==> src/rtl/core/pngu_pkg.sv <==
package pngu_pkg;

    localparam int MAX_WIDTH       = 1024;
    localparam int PX_BYTES        = 4;
    localparam int ROW_BYTES       = MAX_WIDTH * PX_BYTES;
    localparam int COL_W           = $clog2(ROW_BYTES);
    localparam int STRIDE_W        = COL_W + 1;
    localparam int CH_W            = $clog2(PX_BYTES);
    localparam int WIDTH_W         = 11;
    localparam int HEIGHT_W        = 16;
    localparam int CFG_DATA_W      = 16;
    localparam int CFG_IDX_W       = 1;

    localparam logic [CFG_IDX_W-1:0] REG_WIDTH_PIXELS = 1'b0;
    localparam logic [CFG_IDX_W-1:0] REG_HEIGHT_ROWS  = 1'b1;

    localparam logic [7:0] FILTER_TYPE_MAX = 8'd4;

    typedef enum logic [2:0] {
        FILT_NONE  = 3'd0,
        FILT_SUB   = 3'd1,
        FILT_UP    = 3'd2,
        FILT_AVG   = 3'd3,
        FILT_PAETH = 3'd4,
        FILT_BAD   = 3'd5
    } filter_t;

    // item held while the prior-row read is in flight
    typedef struct packed {
        logic                 is_filter;
        logic [7:0]           fb;
        logic [COL_W-1:0]     col;
        logic [CH_W-1:0]      ch;
        logic                 has_above;
        filter_t              filt;
        logic                 end_img;
    } stage_item_t;

endpackage

==> src/rtl/core/pngu_predict.sv <==
module pngu_predict (
    input  logic [7:0]        fb,
    input  logic [7:0]        a,
    input  logic [7:0]        b,
    input  logic [7:0]        c,
    input  logic [7:0]        last_recon,
    input  pngu_pkg::filter_t filt,
    output logic [7:0]        x
);

    logic [7:0] pa;
    logic [7:0] pb;
    logic [9:0] ab;
    logic [9:0] c2;
    logic [9:0] pc;
    logic [7:0] paeth;
    logic [8:0] avg_sum;

    always_comb begin
        pa      = (b >= c) ? (b - c) : (c - b);
        pb      = (a >= c) ? (a - c) : (c - a);
        ab      = {2'b00, a} + {2'b00, b};
        c2      = {1'b0, c, 1'b0};
        pc      = (ab >= c2) ? (ab - c2) : (c2 - ab);
        avg_sum = {1'b0, a} + {1'b0, b};
        if ({2'b00, pa} <= {2'b00, pb} && {2'b00, pa} <= pc) begin
            paeth = a;
        end else if ({2'b00, pb} <= pc) begin
            paeth = b;
        end else begin
            paeth = c;
        end
    end

    always_comb begin
        case (filt)
            pngu_pkg::FILT_NONE:  x = fb;
            pngu_pkg::FILT_SUB:   x = fb + a;
            pngu_pkg::FILT_UP:    x = fb + b;
            pngu_pkg::FILT_AVG:   x = fb + avg_sum[8:1];
            pngu_pkg::FILT_PAETH: x = fb + paeth;
            default:              x = last_recon;
        endcase
    end

endmodule

==> config.mk <==
export PLATFORM = sky130hd
export DESIGN_NAME = pngu_predict
export DESIGN_NICKNAME = d
export VERILOG_FILES = /design/src/rtl/core/pngu_pkg.sv /design/src/rtl/core/pngu_predict.sv
export SDC_FILE = /design/constraint.sdc
export NUM_CORES = 1
export LEC_CHECK = 0
export ABC_CLOCK_PERIOD_IN_PS = 10100
export BUFFER_PORTS_ARGS = -buffer_cell sky130_fd_sc_hd__buf_2
export CAP_MARGIN = 20
export CORE_ASPECT_RATIO = 1.2
export CORE_UTILIZATION = 45
export DETAILED_ROUTE_END_ITERATION = 10
export PLACE_DENSITY = 0.65
export SYNTH_ARGS = -nofsm -noshare
export SYNTH_HDL_FRONTEND = slang
export SYNTH_SLANG_ARGS = --single-unit
==> constraint.sdc <==
create_clock -name vclk -period 10.1
set_input_delay 1.01 -clock vclk [all_inputs]
set_output_delay 1.01 -clock vclk [all_outputs]
set_load 0.02 [all_outputs]
==> flow_summary.yaml, run 1 <==
synth:
  yosysSeqAreaShare_pct: 0
  synth_warnings: 0
  synthTopCellsByArea: "ha_1 28%, a21oi_1 7.6%, inv_1 6.3%"
  synth_most_common_cell: "ha_1"
  synth_area_um2: 3600
  synth_cells: 498
  synth_top_area_cell: "ha_1"
  synthTopCellsByCount: "82 x ha_1, 60 x inv_1, 55 x a21oi_1, 47 x nand2_1, 25 x o21ai_0"
  synth.top_cell.area_share_pct: 28.5
  syn-mean-instance-area_um2: 7.23
  synth_cell_type_count: 48
  syn_nets: 631
sta:
  hold_viol: 0
  tightest_slew_ns: 0.550
  drv_slew: 0
  setup_ws_ns: 0.455
  min_period_ns: 9.65
  setup_tns_ns: 0
  rsz0062_at_grt: "false"
  max_freq_ghz: 0.104
  whs_ns: 2.39
  finalSetupViolCount: 0
  slew_headroom_pct: 63.3
  finalCritPeriodShare_pct: 95.5
final_layout:
  seq_cells: 0
  clock_buffers: 0
  drive_gt1_share_pct: 16.3
  fillCellCount: 755
  finalNetCount: 676
  stdcell_count: 633
  diodes: 0
  area_growth_pct: 10.9
  multi_input_area_um2: 3340
  seqCellArea_um2: 0
placed_design:
  port_buffers: 51
  dp_cells: 633
  dp_slack_ns: 0.253
  place.gp.congestion: 0.938
  dp_hpwl_um: 8970
worst_hold_path:
  min_path_cells: 4
  hold_path.class: "primary input to output port"
  holdCritStartpoint: "fb[4]"
  min_to: "x[4]"
routing:
  route.layer.met1.wl_um: 4290
  drt_iter0_drc: 135
  highest_layer: "met4"
  wl_met2_um: 5450
  finalWirelength_um: 10400
  wire_per_inst_um: 16.4
  viasPerCell: 5.92
  ant_nets: 0
  drcViolationCount: 0
  vias: 3745
  first_pass_iters: 6
  wl_met3_um: 306
clock_network:
  ctsResizeCount: 0
  post_cts.repair.setup_buffers: 0
  cts_hold_buf: 0
pwr:
  power_density_nw_per_um2: 135
  leakage_uw: 0.00207
  vdd_ir_drop_max_uv: 64.1
  finalPower_uw: 541
critical_path:
  criticalPathCategory: "primary input to output port"
  slowest_stage: "ha_2"
  end_kind: "output port"
  path_max_fanout: 7
  startpoint_type: "primary input"
  cp_common_cell: "a21oi_1"
  worstPathRequired_ns: 9.09
  cp.arrival_ns: 8.64
  max_stage_delay_ns: 0.41
die:
  die_w_um: 83.7
  io_pins: 51
  die_area_um2: 8370
  core_area_um2: 7710
  row_count: 35
  die_h_um: 100
  start_util_pct: 46.7
global_routing:
  grt_overflow: 0
  grt_pass1_vias: 3786
  grt_max_degree: 19
  antenna_found_initial: 0
  grt_use_total_pct: 24.7
  grt_first_pass_wirelength_um: 17100
run_status:
  status: "finished, final reports clean"
flow_run:
  drv_cap: 0
==> power breakdown <==
group          internal (uW)  switching, uW
Combinational            226            315
Sequential                 0              0
Clock                      0              0
==> routing by layer <==
| metal | vias up | track usage [%] |
|---|---|---|
| li1 | 1874 | - |
| met1 | 1742 | 27.4 |
| met2 | 106 | 50.5 |
| met3 | 23 | 0.247 |
| met4 | 0 | 8.08 |
| met5 | - | 0 |
==> kinds of logic after synthesis <==
kind of cell | count (synthesis) | share of synthesized area [%]
AO/OA/AOI/OAI | 164 | 30.0
AND/OR/NAND/NOR | 115 | 14.8
adder cells (fa/ha/maj) | 91 | 33.2
buffers and inverters | 76 | 8.23
multiplexers | 23 | 6.71
XOR/XNOR | 29 | 7.05
==> critical path: cells and delay by family <==
family	cells	cell delay, ns
buffers and inverters	3	0.49
XOR/XNOR	3	0.46
AO/OA/AOI/OAI	24	4.46
adder cells (fa/ha/maj)	5	1.65
AND/OR/NAND/NOR	4	0.57
==> cell type report <==
type	count	area share (%)
Tap cell	92	2.88
Multi-Input combinational cell	422	83.6
Timing Repair Buffer	59	7.89
Inverter	60	5.64
==> worst max-delay path by stage <==
| stage | cells after the start | endpoint | start |
|---|---|---|---|
| after floorplan | 39 | x[7] | a[0] |
| after global placement | 40 | x[7] | a[0] |
| after detailed placement | 40 | x[7] | a[0] |
| after CTS | 40 | x[7] | a[0] |
| after global routing | 41 | x[7] | a[0] |
| final | 39 | x[7] | a[1] |
==> per-stage QoR <==
| stage | util [%] | cell area [um2] |
|---|---|---|
| 2_1_floorplan | - | 3600 |
| 4_1_cts | 51.4 | 3960 |
| 5_1_grt | 51.8 | 3990 |
| 3_5_place_dp | 51.4 | 3960 |
| 6_report | 51.8 | 3990 |
| 3_3_place_gp | 51.4 | 3960 |
==> layout by cell type, fill, tap and decap left out, types with 8 or more instances in the layout <==
| master | Yosys | final |
|---|---|---|
| o21bai_1 | 12 | 12 |
| a211oi_1 | 9 | 8 |
| xnor2_1 | 19 | 18 |
| a31oi_1 | 10 | 10 |
| mux2i_1 | 14 | 14 |
| fa_1 | 8 | 8 |
| inv_1 | 60 | 60 |
| o21ai_0 | 25 | 25 |
| xor2_1 | 10 | 10 |
| a21oi_1 | 55 | 50 |
| buf_4 | 2 | 8 |
| ha_1 | 82 | 81 |
| nand3_1 | 10 | 10 |
| nor2_1 | 23 | 23 |
| buf_2 | 3 | 51 |
| a21o_1 | 11 | 11 |
| nand2_1 | 47 | 47 |
| mux2_2 | 9 | 9 |
| nand4_1 | 9 | 9 |
| and3_1 | 8 | 8 |
Power figures use the tool's default switching activity.
==> inputs of run 2 (changes only) <==
Settings changed: CELL_PAD_IN_SITES_DETAIL_PLACEMENT set to 0, CELL_PAD_IN_SITES_GLOBAL_PLACEMENT set to 2, CORE_UTILIZATION 45 to 35, PLACE_DENSITY 0.65 to not set, PLACE_DENSITY_LB_ADDON set to 0.1.
==> flow_summary.yaml, run 2 (synthesis gave the netlist of run 1 again) <==
run_status:
  status: "finished, final reports clean"
pwr:
  pwr-share-seq_pct: 0
  intPower_uw: 229
  p_sw_share_pct: 58.7
  leakage_uw: 0.00208
  vdd_ir_drop_max_uv: 38.7
  combPwrFrac_pct: 100.0
  p_clk_share_pct: 0
  finalPower_uw: 554
  netSwitchingPower_uw: 325
  power_density_nw_per_um2: 136
final_layout:
  drive_gt1_share_pct: 16.6
  seq_cells: 0
  area_growth_pct: 12.8
  seqCellArea_um2: 0
  fillCellCount: 1083
  diodes: 0
  final_common_cell: "ha_1"
  final_cell_mix: "82 x ha_1, 60 x inv_1, 51 x buf_2, 50 x a21oi_1, 47 x nand2_1"
  finalNetCount: 677
  clock_buffers: 0
critical_path:
  cp.arrival_ns: 8.52
  max_stage_delay_ns: 0.41
  criticalPathCategory: "primary input to output port"
  startpoint_type: "primary input"
  worstPathRequired_ns: 9.09
  path_max_fanout: 5
  cp_top_family: "compound AO/OA/AOI/OAI gates"
  slowest_stage: "fa_1"
  cp_common_cell: "a21oi_1"
  end_kind: "output port"
  crit_cells: 40
  path_buf_inv: 4
routing:
  ant_nets: 0
  first_pass_iters: 4
  vias: 3623
  drcViolationCount: 0
  drt_iter0_drc: 114
  finalWirelength_um: 11100
  viasPerCell: 5.42
  wire_per_inst_um: 16.6
sta:
  finalCritPeriodShare_pct: 94.4
  hold_viol: 0
  slew_headroom_pct: 55.6
  tightest_slew_ns: 0.666
  drv_slew: 0
  min_period_ns: 9.53
  finalSetupViolCount: 0
  rsz0062_at_grt: "false"
  setup_tns_ns: 0
  max_freq_ghz: 0.105
global_routing:
  grt_max_degree: 19
  grt_overflow: 0
  grt_first_pass_wirelength_um: 17800
  grt_use_total_pct: 21.1
  grt_pass1_vias: 3658
  antenna_found_initial: 0
die:
  row_count: 40
  die_w_um: 94.6
  core_area_um2: 10000
  die_h_um: 113
  io_pins: 51
  start_util_pct: 36.0
  die_area_um2: 10700
worst_hold_path:
  hold_path.class: "primary input to output port"
  min_path_cells: 4
placed_design:
  dp_hpwl_um: 9710
  port_buffers: 51
  place.gp.congestion: 0.857
flow_run:
  drv_cap: 0
## run 2: final cells by class
class / instances / area (um2) / area share [%]
inverter: 60 / 225 / 5.55
multi-input combinational: 422 / 3350 / 82.5
tap: 126 / 158 / 3.88
timing repair buffer: 60 / 327 / 8.04
## run 2: final timing paths
path	start	endpoint	slack [ns]
max	a[0]	x[7]	0.57
min	fb[5]	x[5]	2.39
## run 2: tightest hold or removal path, cell delays in order
cell     delay [ns]
buf_2          0.11
nand2_1        0.05
a31oi_1        0.07
buf_2          0.15
## run 2: repair_timing
| action | 4_1_cts | 5_1_grt |
|---|---|---|
| hold buffers | 0 | 0 |
| setup endpoints to repair | 0 | 3 |
| setup buffers | 0 | 0 |
| resized for setup | 0 | 11 |
## run 2: metrics by stage
stage	worst slack [ns]	instances	utilization (%)	hold slack [ns]	instance area [um2]
after floorplan	0.742	498	-	2.24	3600
after global placement	0.301	668	40.1	2.39	4010
after detailed placement	0.135	668	40.1	2.39	4010
after CTS	0.0971	668	40.1	2.39	4010
after global routing	0.0504	668	40.6	2.42	4060
final	0.567	668	40.6	2.39	4060
## run 2: power groups by stage
stage	sequential [uW]	clock, uW	combinational [uW]
final	0	0	554
after global placement	0	0	532
after detailed placement	0	0	533
after global routing	0	0	619
after CTS	0	0	537
after floorplan	0	0	395
## run 2: layer usage
metal / track usage, % / wire, um / vias to the layer above
met1: 25.5 / 4830 / 1684
met4: 2.32 / 157 / 0
met3: 0.605 / 203 / 10
li1: - / - / 1868
met2: 41.6 / 5890 / 61
met5: 0 / 0 / -
